$ cat config.mk
export PLATFORM = sky130hd
export DESIGN_NAME = rc_receiver_frame_decoder_top
export DESIGN_NICKNAME = d
export VERILOG_FILES = /design/src/sv/rcfd_pkg.sv /design/src/sv/rcfd_regs.sv /design/src/sv/rcfd_ctrl.sv /design/src/sv/rcfd_datapath.sv /design/src/sv/rc_receiver_frame_decoder_top.sv
export SDC_FILE = /design/constraint.sdc
export NUM_CORES = 1
export LEC_CHECK = 0
export BUFFER_PORTS_ARGS = -buffer_cell sky130_fd_sc_hd__clkbuf_2
export CAP_MARGIN = 10
export CORE_ASPECT_RATIO = 0.9
export CORE_MARGIN = 3
export CORE_UTILIZATION = 30
export DETAILED_ROUTE_END_ITERATION = 8
export PLACE_DENSITY_LB_ADDON = 0.1
export SLEW_MARGIN = 20
export SYNTH_ARGS = -nofsm -noshare
export SYNTH_HDL_FRONTEND = slang
export SYNTH_SLANG_ARGS = --single-unit
$ cat constraint.sdc
create_clock -name clk -period 24.4 [get_ports clk]
set_input_delay 3.66 -clock clk [delete_from_list [all_inputs] [get_ports clk]]
set_output_delay 3.66 -clock clk [all_outputs]
set_load 0.02 [all_outputs]
$ cat src/sv/rcfd_pkg.sv
`timescale 1ns / 1ps
// Shared types and constants for the receiver frame decoder.
// No dependencies; every other file imports this package.

package rcfd_pkg;

    localparam int FRAME_BYTES   = 18;
    localparam int BUFFER_FRAMES = 2;
    localparam int BUF_BYTES     = FRAME_BYTES * BUFFER_FRAMES;
    localparam int ADDR_W        = $clog2(BUF_BYTES);
    localparam int COUNT_W       = $clog2(BUF_BYTES + 1);
    localparam int FRAMES_W      = $clog2(BUFFER_FRAMES + 1);
    localparam int BYTE_IDX_W    = $clog2(FRAME_BYTES + 1);

    localparam int NUM_CH  = 5;
    localparam int CH_W    = 11;
    localparam int MID_W   = 11;
    localparam int LIM_W   = 10;
    localparam int TMO_W   = 16;
    localparam int NEED_W  = 3;
    localparam int TIME_W  = 32;
    localparam int PADDR_W = 4;
    localparam int PDATA_W = 32;

    localparam logic [MID_W-1:0]  MIDPOINT_RST = 11'd1024;
    localparam logic [LIM_W-1:0]  LIMIT_RST    = 10'd700;
    localparam logic [TMO_W-1:0]  TIMEOUT_RST  = 16'd100;
    localparam logic [NEED_W-1:0] NEEDED_RST   = 3'd5;

    typedef enum logic [1:0] {
        OP_BYTE     = 2'd0,
        OP_IDLE     = 2'd1,
        OP_TICK     = 2'd2,
        OP_UART_ERR = 2'd3
    } op_t;

    typedef enum logic [2:0] {
        ST_TICK      = 3'd0,
        ST_ACCEPT    = 3'd1,
        ST_REJECT    = 3'd2,
        ST_BURST_BAD = 3'd3,
        ST_UART_ERR  = 3'd4
    } status_t;

    typedef enum logic [1:0] {
        REG_MIDPOINT = 2'd0,
        REG_LIMIT    = 2'd1,
        REG_TIMEOUT  = 2'd2,
        REG_NEEDED   = 2'd3
    } reg_idx_t;

    typedef struct packed {
        logic [MID_W-1:0]  midpoint;
        logic [LIM_W-1:0]  limit;
        logic [TMO_W-1:0]  timeout;
        logic [NEED_W-1:0] needed;
    } cfg_t;

    typedef struct packed {
        logic              byte_wr;
        logic              burst_clear;
        logic              tick;
        logic              run_clear;
        logic              rd_en;
        logic [ADDR_W-1:0] rd_addr;
        logic              shift_en;
        logic              commit;
        logic              emit;
        status_t           status;
    } dp_cmd_t;

    typedef struct packed {
        logic                burst_empty;
        logic                burst_last;
        logic [FRAMES_W-1:0] burst_frames;
        logic                frame_bad;
        logic                out_busy;
    } dp_stat_t;

endpackage

$ cat src/sv/rcfd_regs.sv
`timescale 1ns / 1ps
// APB-style configuration registers of the receiver frame decoder.
// Depends on rcfd_pkg.

module rcfd_regs
    import rcfd_pkg::*;
(
    input  logic               clk,
    input  logic               rst_n,
    input  logic               psel,
    input  logic               penable,
    input  logic               pwrite,
    input  logic [PADDR_W-1:0] paddr,
    input  logic [PDATA_W-1:0] pwdata,
    output logic [PDATA_W-1:0] prdata,
    output logic               pready,
    output cfg_t               cfg
);

    cfg_t     cfg_reg;
    cfg_t     cfg_next;
    logic     wr_en;
    reg_idx_t idx;

    assign pready = 1'b1;
    assign wr_en  = psel && penable && pwrite && pready;
    assign idx    = reg_idx_t'(paddr[PADDR_W-1:2]);
    assign cfg    = cfg_reg;

    always_comb
    begin
        cfg_next = cfg_reg;
        if (wr_en)
        begin
            case (idx)
                REG_MIDPOINT: cfg_next.midpoint = pwdata[MID_W-1:0];
                REG_LIMIT:    cfg_next.limit    = pwdata[LIM_W-1:0];
                REG_TIMEOUT:  cfg_next.timeout  = pwdata[TMO_W-1:0];
                REG_NEEDED:   cfg_next.needed   = pwdata[NEED_W-1:0];
                default:      cfg_next = cfg_reg;
            endcase
        end
    end

    always_comb
    begin
        case (idx)
            REG_MIDPOINT: prdata = PDATA_W'(cfg_reg.midpoint);
            REG_LIMIT:    prdata = PDATA_W'(cfg_reg.limit);
            REG_TIMEOUT:  prdata = PDATA_W'(cfg_reg.timeout);
            REG_NEEDED:   prdata = PDATA_W'(cfg_reg.needed);
            default:      prdata = '0;
        endcase
    end

    always_ff @(posedge clk or negedge rst_n)
    begin
        if (!rst_n)
        begin
            cfg_reg.midpoint <= MIDPOINT_RST;
            cfg_reg.limit    <= LIMIT_RST;
            cfg_reg.timeout  <= TIMEOUT_RST;
            cfg_reg.needed   <= NEEDED_RST;
        end
        else
        begin
            cfg_reg <= cfg_next;
        end
    end

endmodule

$ cat src/sv/rcfd_ctrl.sv
`timescale 1ns / 1ps
// Controller of the receiver frame decoder: input handshake, burst sequencing
// and result emission. Depends on rcfd_pkg; drives rcfd_datapath by commands.

module rcfd_ctrl
    import rcfd_pkg::*;
(
    input  logic     clk,
    input  logic     rst_n,
    input  logic     in_valid,
    output logic     in_ready,
    input  op_t      op,
    input  dp_stat_t stat,
    output dp_cmd_t  cmd
);

    typedef enum logic [4:0] {
        S_IDLE  = 5'b00001,
        S_EVAL  = 5'b00010,
        S_LOAD  = 5'b00100,
        S_CHECK = 5'b01000,
        S_EMIT  = 5'b10000
    } fsm_state_t;

    fsm_state_t              state_reg,       state_next;
    logic [BYTE_IDX_W-1:0]   cnt_reg,         cnt_next;
    logic [ADDR_W-1:0]       base_reg,        base_next;
    logic [FRAMES_W-1:0]     frames_left_reg, frames_left_next;
    status_t                 status_reg,      status_next;
    logic                    accept;

    assign in_ready = (state_reg == S_IDLE) && !stat.out_busy;
    assign accept   = in_valid && in_ready;

    always_comb
    begin
        state_next       = state_reg;
        cnt_next         = cnt_reg;
        base_next        = base_reg;
        frames_left_next = frames_left_reg;
        status_next      = status_reg;
        cmd              = '0;
        cmd.status       = status_reg;
        cmd.rd_addr      = base_reg + ADDR_W'(cnt_reg);

        case (state_reg)
            S_IDLE:
            begin
                if (accept)
                begin
                    case (op)
                        OP_BYTE:
                        begin
                            cmd.byte_wr = 1'b1;
                            if (stat.burst_last)
                                state_next = S_EVAL;
                        end
                        OP_IDLE:
                        begin
                            if (!stat.burst_empty)
                                state_next = S_EVAL;
                        end
                        OP_TICK:
                        begin
                            cmd.tick         = 1'b1;
                            status_next      = ST_TICK;
                            frames_left_next = FRAMES_W'(1);
                            state_next       = S_EMIT;
                        end
                        OP_UART_ERR:
                        begin
                            cmd.burst_clear  = 1'b1;
                            cmd.run_clear    = 1'b1;
                            status_next      = ST_UART_ERR;
                            frames_left_next = FRAMES_W'(1);
                            state_next       = S_EMIT;
                        end
                        default:
                        begin
                            state_next = S_IDLE;
                        end
                    endcase
                end
            end

            S_EVAL:
            begin
                cmd.burst_clear = 1'b1;
                if (stat.burst_frames == '0)
                begin
                    cmd.run_clear    = 1'b1;
                    status_next      = ST_BURST_BAD;
                    frames_left_next = FRAMES_W'(1);
                    state_next       = S_EMIT;
                end
                else
                begin
                    frames_left_next = stat.burst_frames;
                    base_next        = '0;
                    cnt_next         = '0;
                    state_next       = S_LOAD;
                end
            end

            S_LOAD:
            begin
                // read data is registered, so it arrives in the cycle after its address
                cmd.rd_en    = (cnt_reg < BYTE_IDX_W'(FRAME_BYTES));
                cmd.shift_en = (cnt_reg != '0);
                if (cnt_reg == BYTE_IDX_W'(FRAME_BYTES))
                    state_next = S_CHECK;
                else
                    cnt_next = cnt_reg + BYTE_IDX_W'(1);
            end

            S_CHECK:
            begin
                cmd.commit  = 1'b1;
                status_next = stat.frame_bad ? ST_REJECT : ST_ACCEPT;
                state_next  = S_EMIT;
            end

            S_EMIT:
            begin
                if (!stat.out_busy)
                begin
                    cmd.emit = 1'b1;
                    if (frames_left_reg == FRAMES_W'(1))
                    begin
                        state_next = S_IDLE;
                    end
                    else
                    begin
                        frames_left_next = frames_left_reg - FRAMES_W'(1);
                        base_next        = base_reg + ADDR_W'(FRAME_BYTES);
                        cnt_next         = '0;
                        state_next       = S_LOAD;
                    end
                end
            end

            default:
            begin
                state_next = S_IDLE;
            end
        endcase
    end

    always_ff @(posedge clk or negedge rst_n)
    begin
        if (!rst_n)
        begin
            state_reg       <= S_IDLE;
            cnt_reg         <= '0;
            base_reg        <= '0;
            frames_left_reg <= '0;
            status_reg      <= ST_TICK;
        end
        else
        begin
            state_reg       <= state_next;
            cnt_reg         <= cnt_next;
            base_reg        <= base_next;
            frames_left_reg <= frames_left_next;
            status_reg      <= status_next;
        end
    end

endmodule

$ cat src/sv/rcfd_datapath.sv
`timescale 1ns / 1ps
// Datapath of the receiver frame decoder: byte buffer, frame register, checks,
// stored frame, link timers and the output register. Depends on rcfd_pkg.

module rcfd_datapath
    import rcfd_pkg::*;
(
    input  logic                    clk,
    input  logic                    rst_n,
    input  cfg_t                    cfg,
    input  dp_cmd_t                 cmd,
    input  logic [7:0]              data_byte,
    output dp_stat_t                stat,
    output logic                    out_valid,
    input  logic                    out_ready,
    output logic signed [CH_W-1:0]  stick_ch0,
    output logic signed [CH_W-1:0]  stick_ch1,
    output logic signed [CH_W-1:0]  stick_ch2,
    output logic signed [CH_W-1:0]  stick_ch3,
    output logic signed [CH_W-1:0]  wheel_ch4,
    output logic [3:0]              switch_pair,
    output logic signed [15:0]      mouse_dx,
    output logic signed [15:0]      mouse_dy,
    output logic signed [15:0]      mouse_dz,
    output logic [17:0]             keys_and_buttons,
    output logic [2:0]              status,
    output logic [1:0]              link_flags
);

    // byte buffer
    logic [7:0]          mem [BUF_BYTES];
    logic [7:0]          rd_data_reg;
    logic [COUNT_W-1:0]  count_reg, count_next;

    // frame being checked, byte 0 at index 0 after a full load
    logic [7:0]          frame_reg [FRAME_BYTES];

    // stored frame and link state
    logic signed [CH_W-1:0] stick_reg [NUM_CH];
    logic [3:0]             switch_reg;
    logic [15:0]            mouse_reg [3];
    logic [17:0]            keys_reg;
    logic [NEED_W-1:0]      run_reg,  run_next;
    logic [TIME_W-1:0]      seq_reg;
    logic [TIME_W-1:0]      last_acc_reg;
    logic [TIME_W-1:0]      time_reg;

    // output register
    logic                   out_valid_reg;
    logic signed [CH_W-1:0] out_stick_reg [NUM_CH];
    logic [3:0]             out_switch_reg;
    logic [15:0]            out_mouse_reg [3];
    logic [17:0]            out_keys_reg;
    logic [2:0]             out_status_reg;
    logic [1:0]             out_link_reg;

    // decode
    logic [CH_W-1:0]        raw [NUM_CH];
    logic signed [CH_W:0]   centred [NUM_CH];
    logic signed [CH_W:0]   lim_pos;
    logic signed [CH_W:0]   lim_neg;
    logic                   ch_bad;
    logic [1:0]             sw_one;
    logic [1:0]             sw_two;
    logic                   frame_bad;
    logic                   accept_frame;
    logic [TIME_W-1:0]      age;
    logic [1:0]             link_now;
    logic [FRAMES_W-1:0]    frames;

    always_comb
    begin
        raw[0] = {frame_reg[1][2:0], frame_reg[0]};
        raw[1] = {frame_reg[2][5:0], frame_reg[1][7:3]};
        raw[2] = {frame_reg[4][0], frame_reg[3], frame_reg[2][7:6]};
        raw[3] = {frame_reg[5][3:0], frame_reg[4][7:1]};
        raw[4] = {frame_reg[17][2:0], frame_reg[16]};
    end

    assign lim_pos = $signed((CH_W + 1)'(cfg.limit));
    assign lim_neg = -lim_pos;
    assign sw_one  = frame_reg[5][5:4];
    assign sw_two  = frame_reg[5][7:6];

    always_comb
    begin
        ch_bad = 1'b0;
        for (int i = 0; i < NUM_CH; i++)
        begin
            centred[i] = $signed({1'b0, raw[i]}) - $signed({1'b0, cfg.midpoint});
            if ((centred[i] > lim_pos) || (centred[i] < lim_neg))
                ch_bad = 1'b1;
        end
    end

    assign frame_bad = ch_bad || (sw_one == 2'd0) || (sw_two == 2'd0)
                       || (frame_reg[12][7:1] != '0) || (frame_reg[13][7:1] != '0);
    assign accept_frame = cmd.commit && !frame_bad;

    // burst length in whole frames, zero when it is not a multiple
    always_comb
    begin
        frames = '0;
        for (int k = 1; k <= BUFFER_FRAMES; k++)
        begin
            if (count_reg == COUNT_W'(k * FRAME_BYTES))
                frames = FRAMES_W'(k);
        end
    end

    assign age      = time_reg - last_acc_reg;
    assign link_now = {(run_reg >= cfg.needed),
                       (seq_reg != '0) && (age <= TIME_W'(cfg.timeout))};

    assign stat.burst_empty  = (count_reg == '0);
    assign stat.burst_last   = (count_reg == COUNT_W'(BUF_BYTES - 1));
    assign stat.burst_frames = frames;
    assign stat.frame_bad    = frame_bad;
    assign stat.out_busy     = out_valid_reg && !out_ready;

    always_comb
    begin
        count_next = count_reg;
        if (cmd.burst_clear)
            count_next = '0;
        else if (cmd.byte_wr)
            count_next = count_reg + COUNT_W'(1);
    end

    always_comb
    begin
        run_next = run_reg;
        if (cmd.run_clear || (cmd.commit && frame_bad))
            run_next = '0;
        else if (accept_frame && (run_reg < cfg.needed))
            run_next = run_reg + NEED_W'(1);
    end

    always_ff @(posedge clk)
    begin
        if (cmd.byte_wr)
            mem[count_reg[ADDR_W-1:0]] <= data_byte;
        if (cmd.rd_en)
            rd_data_reg <= mem[cmd.rd_addr];
    end

    always_ff @(posedge clk)
    begin
        if (cmd.shift_en)
        begin
            for (int i = 0; i < FRAME_BYTES - 1; i++)
                frame_reg[i] <= frame_reg[i + 1];
            frame_reg[FRAME_BYTES - 1] <= rd_data_reg;
        end
    end

    always_ff @(posedge clk or negedge rst_n)
    begin
        if (!rst_n)
        begin
            count_reg    <= '0;
            run_reg      <= '0;
            seq_reg      <= '0;
            last_acc_reg <= '0;
            time_reg     <= '0;
            for (int i = 0; i < NUM_CH; i++)
                stick_reg[i] <= '0;
            switch_reg   <= '0;
            for (int i = 0; i < 3; i++)
                mouse_reg[i] <= '0;
            keys_reg     <= '0;
        end
        else
        begin
            count_reg <= count_next;
            run_reg   <= run_next;
            if (cmd.tick)
                time_reg <= time_reg + TIME_W'(1);
            if (accept_frame)
            begin
                for (int i = 0; i < NUM_CH; i++)
                    stick_reg[i] <= centred[i][CH_W-1:0];
                switch_reg   <= {sw_two, sw_one};
                mouse_reg[0] <= {frame_reg[7], frame_reg[6]};
                mouse_reg[1] <= {frame_reg[9], frame_reg[8]};
                mouse_reg[2] <= {frame_reg[11], frame_reg[10]};
                keys_reg     <= {frame_reg[13][0], frame_reg[12][0],
                                 frame_reg[15], frame_reg[14]};
                last_acc_reg <= time_reg;
                seq_reg      <= seq_reg + TIME_W'(1);
            end
        end
    end

    // output register: hold the beat until it is taken
    always_ff @(posedge clk or negedge rst_n)
    begin
        if (!rst_n)
            out_valid_reg <= 1'b0;
        else if (cmd.emit)
            out_valid_reg <= 1'b1;
        else if (out_ready)
            out_valid_reg <= 1'b0;
    end

    always_ff @(posedge clk)
    begin
        if (cmd.emit)
        begin
            for (int i = 0; i < NUM_CH; i++)
                out_stick_reg[i] <= stick_reg[i];
            out_switch_reg <= switch_reg;
            for (int i = 0; i < 3; i++)
                out_mouse_reg[i] <= mouse_reg[i];
            out_keys_reg   <= keys_reg;
            out_status_reg <= cmd.status;
            out_link_reg   <= link_now;
        end
    end

    assign out_valid        = out_valid_reg;
    assign stick_ch0        = out_stick_reg[0];
    assign stick_ch1        = out_stick_reg[1];
    assign stick_ch2        = out_stick_reg[2];
    assign stick_ch3        = out_stick_reg[3];
    assign wheel_ch4        = out_stick_reg[4];
    assign switch_pair      = out_switch_reg;
    assign mouse_dx         = out_mouse_reg[0];
    assign mouse_dy         = out_mouse_reg[1];
    assign mouse_dz         = out_mouse_reg[2];
    assign keys_and_buttons = out_keys_reg;
    assign status           = out_status_reg;
    assign link_flags       = out_link_reg;

endmodule

$ cat src/sv/rc_receiver_frame_decoder_top.sv
`timescale 1ns / 1ps
// Top level of the receiver frame decoder.
// Depends on rcfd_pkg, rcfd_regs, rcfd_ctrl and rcfd_datapath.
//
// Usage:
//   Input beats (op, data_byte) carry received bytes, line idle, millisecond
//   ticks and UART errors over a valid/ready channel. Result beats carry the
//   stored frame, a status code and the link flags over a second valid/ready
//   channel, behind an output register.
//   A received byte gives no result unless it fills the two-frame buffer. A
//   tick or UART error gives its result through the emit state and then the
//   output register, and no new beat is accepted until that result is emitted.
//   A burst end first judges the length, then for each frame reads its 18
//   bytes from the byte buffer, checks the frame and emits its result.
//   No beat is accepted while a burst is being decoded or while a result is
//   held because the receiver stalls; decoding waits for the output register.
//   Reset clears the buffer count, run count, timers and stored frame, and
//   loads the configuration registers with their defaults. The APB-style
//   port writes the registers at byte addresses 0, 4, 8 and 12.

module rc_receiver_frame_decoder_top
    import rcfd_pkg::*;
(
    input  logic                    clk,
    input  logic                    rst_n,
    input  logic                    psel,
    input  logic                    penable,
    input  logic                    pwrite,
    input  logic [PADDR_W-1:0]      paddr,
    input  logic [PDATA_W-1:0]      pwdata,
    output logic [PDATA_W-1:0]      prdata,
    output logic                    pready,
    input  logic                    in_valid,
    output logic                    in_ready,
    input  logic [1:0]              op,
    input  logic [7:0]              data_byte,
    output logic                    out_valid,
    input  logic                    out_ready,
    output logic signed [CH_W-1:0]  stick_ch0,
    output logic signed [CH_W-1:0]  stick_ch1,
    output logic signed [CH_W-1:0]  stick_ch2,
    output logic signed [CH_W-1:0]  stick_ch3,
    output logic signed [CH_W-1:0]  wheel_ch4,
    output logic [3:0]              switch_pair,
    output logic signed [15:0]      mouse_dx,
    output logic signed [15:0]      mouse_dy,
    output logic signed [15:0]      mouse_dz,
    output logic [17:0]             keys_and_buttons,
    output logic [2:0]              status,
    output logic [1:0]              link_flags
);

    cfg_t     cfg;
    dp_cmd_t  cmd;
    dp_stat_t stat;

    rcfd_regs u_regs (
        .clk     (clk),
        .rst_n   (rst_n),
        .psel    (psel),
        .penable (penable),
        .pwrite  (pwrite),
        .paddr   (paddr),
        .pwdata  (pwdata),
        .prdata  (prdata),
        .pready  (pready),
        .cfg     (cfg)
    );

    rcfd_ctrl u_ctrl (
        .clk      (clk),
        .rst_n    (rst_n),
        .in_valid (in_valid),
        .in_ready (in_ready),
        .op       (op_t'(op)),
        .stat     (stat),
        .cmd      (cmd)
    );

    rcfd_datapath u_datapath (
        .clk              (clk),
        .rst_n            (rst_n),
        .cfg              (cfg),
        .cmd              (cmd),
        .data_byte        (data_byte),
        .stat             (stat),
        .out_valid        (out_valid),
        .out_ready        (out_ready),
        .stick_ch0        (stick_ch0),
        .stick_ch1        (stick_ch1),
        .stick_ch2        (stick_ch2),
        .stick_ch3        (stick_ch3),
        .wheel_ch4        (wheel_ch4),
        .switch_pair      (switch_pair),
        .mouse_dx         (mouse_dx),
        .mouse_dy         (mouse_dy),
        .mouse_dz         (mouse_dz),
        .keys_and_buttons (keys_and_buttons),
        .status           (status),
        .link_flags       (link_flags)
    );

endmodule

======== Yosys cells after proc, flatten, opt, wreduce, memory -nomap -nowiden ========
Memory sizes are Yosys's and may differ from the RTL's. A register that Yosys moved wholly into a read port is not among the register bits.
Index checks and enable logic that the tools add are counted.
Widths: inputs -> output; s select.
operators by class
  reduce and logical (&&, ||, !) cells .... 49
  $lt $le $gt $ge ......................... 14
  equal/unequal tests ..................... 27
  mux-type cells .......................... 63
  add/subtract/negate cells ............... 15
operator list
  cell                   number
  $pmux 32 s4            1
  $add 32x1->32 const B  2
  $gt 12x11->1           5
  $lt 12x12->1           5
  $sub 11x11->12         5
  $mux 5                 10
  $le 32x16->1           1
  $reduce_bool 32->1     1
  $sub 32x32->32         1
  $mux 6                 5
  $pmux 5 s3             2
  $mux 1                 25
  $pmux 5 s5             1
  $mux 3                 5
  $reduce_and 5->1       3
  $mux 2                 7
  $reduce_bool 7->1      2
  $eq 6x6->1 const B     2
  $neg 10->12            1
  $pmux 6 s2             1
  $eq 5x5->1 const B     2
  $logic_not 2->1        5
  $logic_or 1x1->1       10
  $ne 2x2->1 const B     5
  32 further kinds       61
word-level totals
  word-level logic and storage cells ...... 201
  memories ................................ 4
  input port bits ......................... 53
  output and inout port bits .............. 165
  register bits ........................... 319
  RAM bits ................................ 535
memories
  name                      words  bits a word  rd ports  clocked after memory_dff  write ports  RTL line             RTL
  u_datapath.mem            36     8            1         1                         1            rcfd_datapath.sv:31  logic [7:0] mem [BUF_BYTES];
  u_datapath.frame_reg      18     8            18        0                         18           rcfd_datapath.sv:36  logic [7:0] frame_reg [FRAME_BYTES];
  u_datapath.out_stick_reg  5      11           5         0                         5            rcfd_datapath.sv:50  logic signed [CH_W-1:0] out_stick_reg [NUM_CH];
  u_datapath.out_mouse_reg  3      16           3         0                         3            rcfd_datapath.sv:52  logic [15:0] out_mouse_reg [3];

======== Longest topological paths before layout ========
An unclocked memory read counts as a cell.
  depth in word-level cells ............... 18
  mapped depth ............................ 25
  gate-level depth less buffers ........... 22

======== By module ========
Synthesis repeated with hierarchy kept, for this count alone.
second synthesis, totals
  cells, all modules ...................... 2722
  area, all modules ....................... 39580.5 sq um
by module, submodules not included
  module         sequential area each (sq um)  instances  cells an instance  area each (sq um)
  rcfd_datapath  22897.0                       1          2411               36128.4
  rcfd_regs      1016.0                        1          144                1983.2
  rcfd_ctrl      501.7                         1          167                1468.9

======== Worst setup path before layout ========
OpenSTA, ideal clock, no wires.
  path type ............................... reg-to-reg
  start ................................... register u_ctrl.cnt_reg[0]
  end ..................................... memory u_datapath.frame_reg[0][0], enable pin
  path slack .............................. 14469 ps
  clock period less this slack ............ 9931 ps
  stages on the path, launching flop included .. 7
  data required time ...................... 23666 ps
  buffers on the path ..................... 3
  data arrival time ....................... 9197 ps
  setup time .............................. 734 ps
  path through ............................ dfrtp_1 clkbuf_1 buf_1 buf_1 inv_1 ha_1 a31oi_1
RTL lines
  element                 RTL line             RTL
  start, declared         rcfd_ctrl.sv:26      logic [BYTE_IDX_W-1:0] cnt_reg, cnt_next;
  start signal, assigned  rcfd_ctrl.sv:162     cnt_reg <= cnt_next;
  end, declared           rcfd_datapath.sv:36

======== Worst setup path in the final report ========
  start ................................... input paddr[3]
  end ..................................... output prdata[5]
on the way
  cells in the longest elaborated chain, start to end .. 2
  elaborated cells on any way between the ends .. 5
  those cells by class .................... 3 x eq/ne; 1 x mux; 1 x reduce/logical
RTL lines
  element                                   RTL line                             RTL
  start, declared                           rc_receiver_frame_decoder_top.sv:29  input logic [PADDR_W-1:0] paddr,
  $eq 2x2->1, or another cell as far along  rcfd_regs.sv:47                      case (idx)
  $pmux 32 s4 *                             rcfd_regs.sv:47
  end, declared                             rc_receiver_frame_decoder_top.sv:31  output logic [PDATA_W-1:0] prdata,
Mark *: on every way between the ends. The rest lies on a longest branch, timed or not. The select of a mux whose other input is x is not followed.

==> reports/results.env <==
PORT_BUFFERS=182
DRIVE_ABOVE_1_SHARE=0.206
POWER_LEAKAGE_nW=17.9
FINAL_HOLD_VIOL_COUNT=0
DETAILEDROUTE.FIRSTPASSITERATIONCOUNT=5
INITIAL_CORE_UTILIZATION=0.303
DRC=0
SETUP_VIOL=0
TIMING_WORST_SLEW_PIN_VALUE_NS=1.17
P_PER_AREA_nW_PER_UM2=97.0
RSZ0062_AT_GRT='no'
CTSROOTBUFFERMASTER='sky130_fd_sc_hd__clkbuf_16'
SYNTH_AREA_SQ_UM=39300
DETAIL-ROUTE-ANTENNA-NETS=0
POST_SYNTH_MOST_FREQUENT_CELLS='570 x sky130_fd_sc_hd__edfxtp_1, 278 x sky130_fd_sc_hd__dfrtp_1, 227 x sky130_fd_sc_hd__ha_1'
SYNTH-ASYNC-RESET-RATIO=0.338
VIA_COUNT=23300
DIE_H_UM=349
CORE_SQ_UM=129000
PERIOD_MINUS_SLACK_NS=8.99
TRITONCTS='yes'
ACHIEVABLE-FREQUENCY_GHz=0.111
DRT-WIRELENGTH-PER-CELL_UM=21.9
CLKLATENCYLATEPIN_NS=0.71
SYNTH.DISTINCT_CELLS=76
WORST_SETUP_HOLD_PATH_CLK_SLEW_NS=0.06
POST_CTS_REPAIR_RESIZE_COUNT=0
FINAL_CORE_UTILIZATION=0.349
POSTCTSSETUPREPAIRBUFS=0
TIMING.CRITICAL_PATH.REQUIRED_NS=20.74
GRT-OVFL-TOTAL=0
DOMINANT_CELL_TYPE_BY_AREA_AFTER_SYNTHESIS='sky130_fd_sc_hd__edfxtp_1'
RUN_STATUS='completed'
LAUNCH_POINT_OF_THE_WORST_PATH='paddr[3]'
CRITICAL_PATH_PEAK_FANOUT=17
ARRIVAL_NS=5.33
CRITICAL_PATH.REG2REG.STARTPOINT='u_regs.cfg[29]'
IR_DROP_mV=0.0486
HOLD_PATH_DEPTH=0
SYNTH-EDFF-COUNT=570
GRT_PASS1_VIAS=23800
POST-DP-HPWL_UM=73100
DRT-INITIAL-DRC-COUNT=1706
VIA_PER_INST=4.86
YS_WARN_COUNT=0
FINAL.PERIOD_UTILIZATION=0.368
LARGEST_REGISTER_FF_COUNT=288
CTS.PATH.MAX_BUFFERS=3
CTS.SINK_COUNT=861
FINALPOWER_mW=4.38
MAXSLEWVIOLCOUNT=0
FIN_NETS=3282
SYNTH-SEQ-CELLS=861
AREA_GROWTH_SYN_TO_LAYOUT_PCT=15.0
GRT_FIRST_PASS_WIRELENGTH_UM=157000
GRT_START_MAX_NET_PINS=113
SYN-MEAN-INSTANCE-AREA_SQ_UM=14.2
SETUP_TNS_NS=0
DIE-AREA_SQ_UM=135000
ROW_COUNT=125
CRITICALPATHCATEGORY='input pin to output port'
SYNTH.AREA.TOP_CELLS='sky130_fd_sc_hd__edfxtp_1 44%, sky130_fd_sc_hd__dfrtp_1 18%, sky130_fd_sc_hd__ha_1 7.2%'
NUM_IO_PINS=218
TIMING.CRITICAL_PATH.FROM_TYPE='input pin'
DRT-TOTAL-WL_UM=105000
GRT_ANTENNA_BEFORE_REPAIR=8
GROUTE.USAGE.OVERALL=0.154
DIE_X_UM=387
FIN_SKEW_NS=0.0332
FF2FF_SETUP_SLACK_NS=17.68
CTS_HOLD_REPAIR.BUFFERS=0
TOP_COUNT_CELL_POST_SYNTH='sky130_fd_sc_hd__edfxtp_1'
SYNTH_TOP_AREA_SHARE=0.436
MAXSLEWHEADROOM=0.213
CAP_VIOLATIONS=0
SYNTH_FF_TYPE='sky130_fd_sc_hd__edfxtp_1'
CTS_MADE_BUFFERS=95
WORSTREGTOREGCELLS=22
SEQUENTIAL_FRACTION_OF_THE_SYNTHESIS_AREA=0.622
HP-START='u_datapath.rd_data_reg[3]'
MIN_PATH_TYPE='flop to flop'
CTS-HTREE-LEVELS=3
FINALWEIGHTEDCONGESTION=0.860
SYN-INSTANCE-COUNT=2767
ENDPOINT_KIND='output port'
-- critical path, stage by stage --
cell,delay (ns)
sky130_fd_sc_hd__clkbuf_2,0.50
sky130_fd_sc_hd__mux2i_1,0.15
sky130_fd_sc_hd__o21ai_0,0.69
sky130_fd_sc_hd__clkbuf_2,0.30
-- cells by family (layout without fill, tap and decap cells) --
group	Yosys count	in the layout	synth area share
fa+ha+maj	233	233	0.0754
flops	861	861	0.622
compound gates	416	416	0.0661
buf+inv	213	503	0.0224
other cells	2	20	0.000191
xor+xnor	138	138	0.0308
simple gates	628	628	0.0789
mux	276	276	0.105
-- cell type report --
class / count / area, sq um
repair buffers: 203 / 1090
fillers: 12500 / 84300
inverters: 127 / 477
well taps: 1714 / 2140
multi-input cells: 1708 / 14100
diodes: 3 / 7.51
flip-flops and latches: 861 / 24400
clock buffers: 127 / 2580
clock inverters: 46 / 352
-- metal layers --
metal	track usage	vias to the layer above	routed length, um
met2	0.243	497	47900
met1	0.217	11800	49500
met5	0	-	40
li1	-	10900	-
met4	0.0348	6	2040
met3	0.0350	134	5420
-- worst paths after layout --
| kind | endpoint |
|---|---|
| setup / recovery | prdata[5] |
| hold / removal | u_datapath.frame_reg[17][3] |
| setup reg to reg | u_datapath.seq_reg[29] |
| hold reg to reg | u_datapath.frame_reg[17][3] |
| max in group asynchronous | u_datapath.time_reg[24] |
| min in group asynchronous | u_datapath.stick_reg[52] |
-- per-stage QoR --
stage | instances | hold WS [ns] | setup WS, ns | instance area, sq um
floorplan | 2782 | 0.400 | 14.47 | 39300
global placement | 4613 | 0.409 | 15.41 | 42200
detailed placement | 4613 | 0.406 | 15.37 | 42200
CTS | 4786 | 0.420 | 15.36 | 45100
global route | 4786 | 0.426 | 15.28 | 45200
finish | 4789 | 0.423 | 15.41 | 45200
-- power by group --
part | switching [mW] | internal (mW) | total (mW)
Combinational | 0.779 | 0.528 | 1.31
Clock | 0.597 | 0.767 | 1.36
Sequential | 0.0732 | 1.64 | 1.71
-- cells in the final DEF (no fill, tap or decap), types with 15 or more instances in the layout --
master	n
sky130_fd_sc_hd__mux4_2	91
sky130_fd_sc_hd__nor4_1	19
sky130_fd_sc_hd__clkbuf_1	25
sky130_fd_sc_hd__conb_1	17
sky130_fd_sc_hd__clkinv_1	17
sky130_fd_sc_hd__dfrtp_1	277
sky130_fd_sc_hd__edfxtp_1	570
sky130_fd_sc_hd__nor3_1	46
sky130_fd_sc_hd__nand2_1	168
sky130_fd_sc_hd__o21a_1	29
sky130_fd_sc_hd__o21ai_0	131
sky130_fd_sc_hd__and3_1	16
sky130_fd_sc_hd__xor2_1	66
sky130_fd_sc_hd__clkinv_2	15
sky130_fd_sc_hd__nand2b_1	21
sky130_fd_sc_hd__or3_1	17
sky130_fd_sc_hd__o211ai_1	15
sky130_fd_sc_hd__mux2_2	163
sky130_fd_sc_hd__ha_1	226
sky130_fd_sc_hd__a21o_1	35
sky130_fd_sc_hd__nor2b_1	26
sky130_fd_sc_hd__nand4_1	40
sky130_fd_sc_hd__a21oi_1	104
sky130_fd_sc_hd__buf_4	19
sky130_fd_sc_hd__inv_1	127
sky130_fd_sc_hd__xnor2_1	69
sky130_fd_sc_hd__clkbuf_2	181
sky130_fd_sc_hd__clkbuf_16	96
sky130_fd_sc_hd__a211oi_1	16
sky130_fd_sc_hd__nor2_1	157
sky130_fd_sc_hd__mux2i_1	22
sky130_fd_sc_hd__nand3_1	57
No activity file was read; power rests on OpenSTA's default activity.
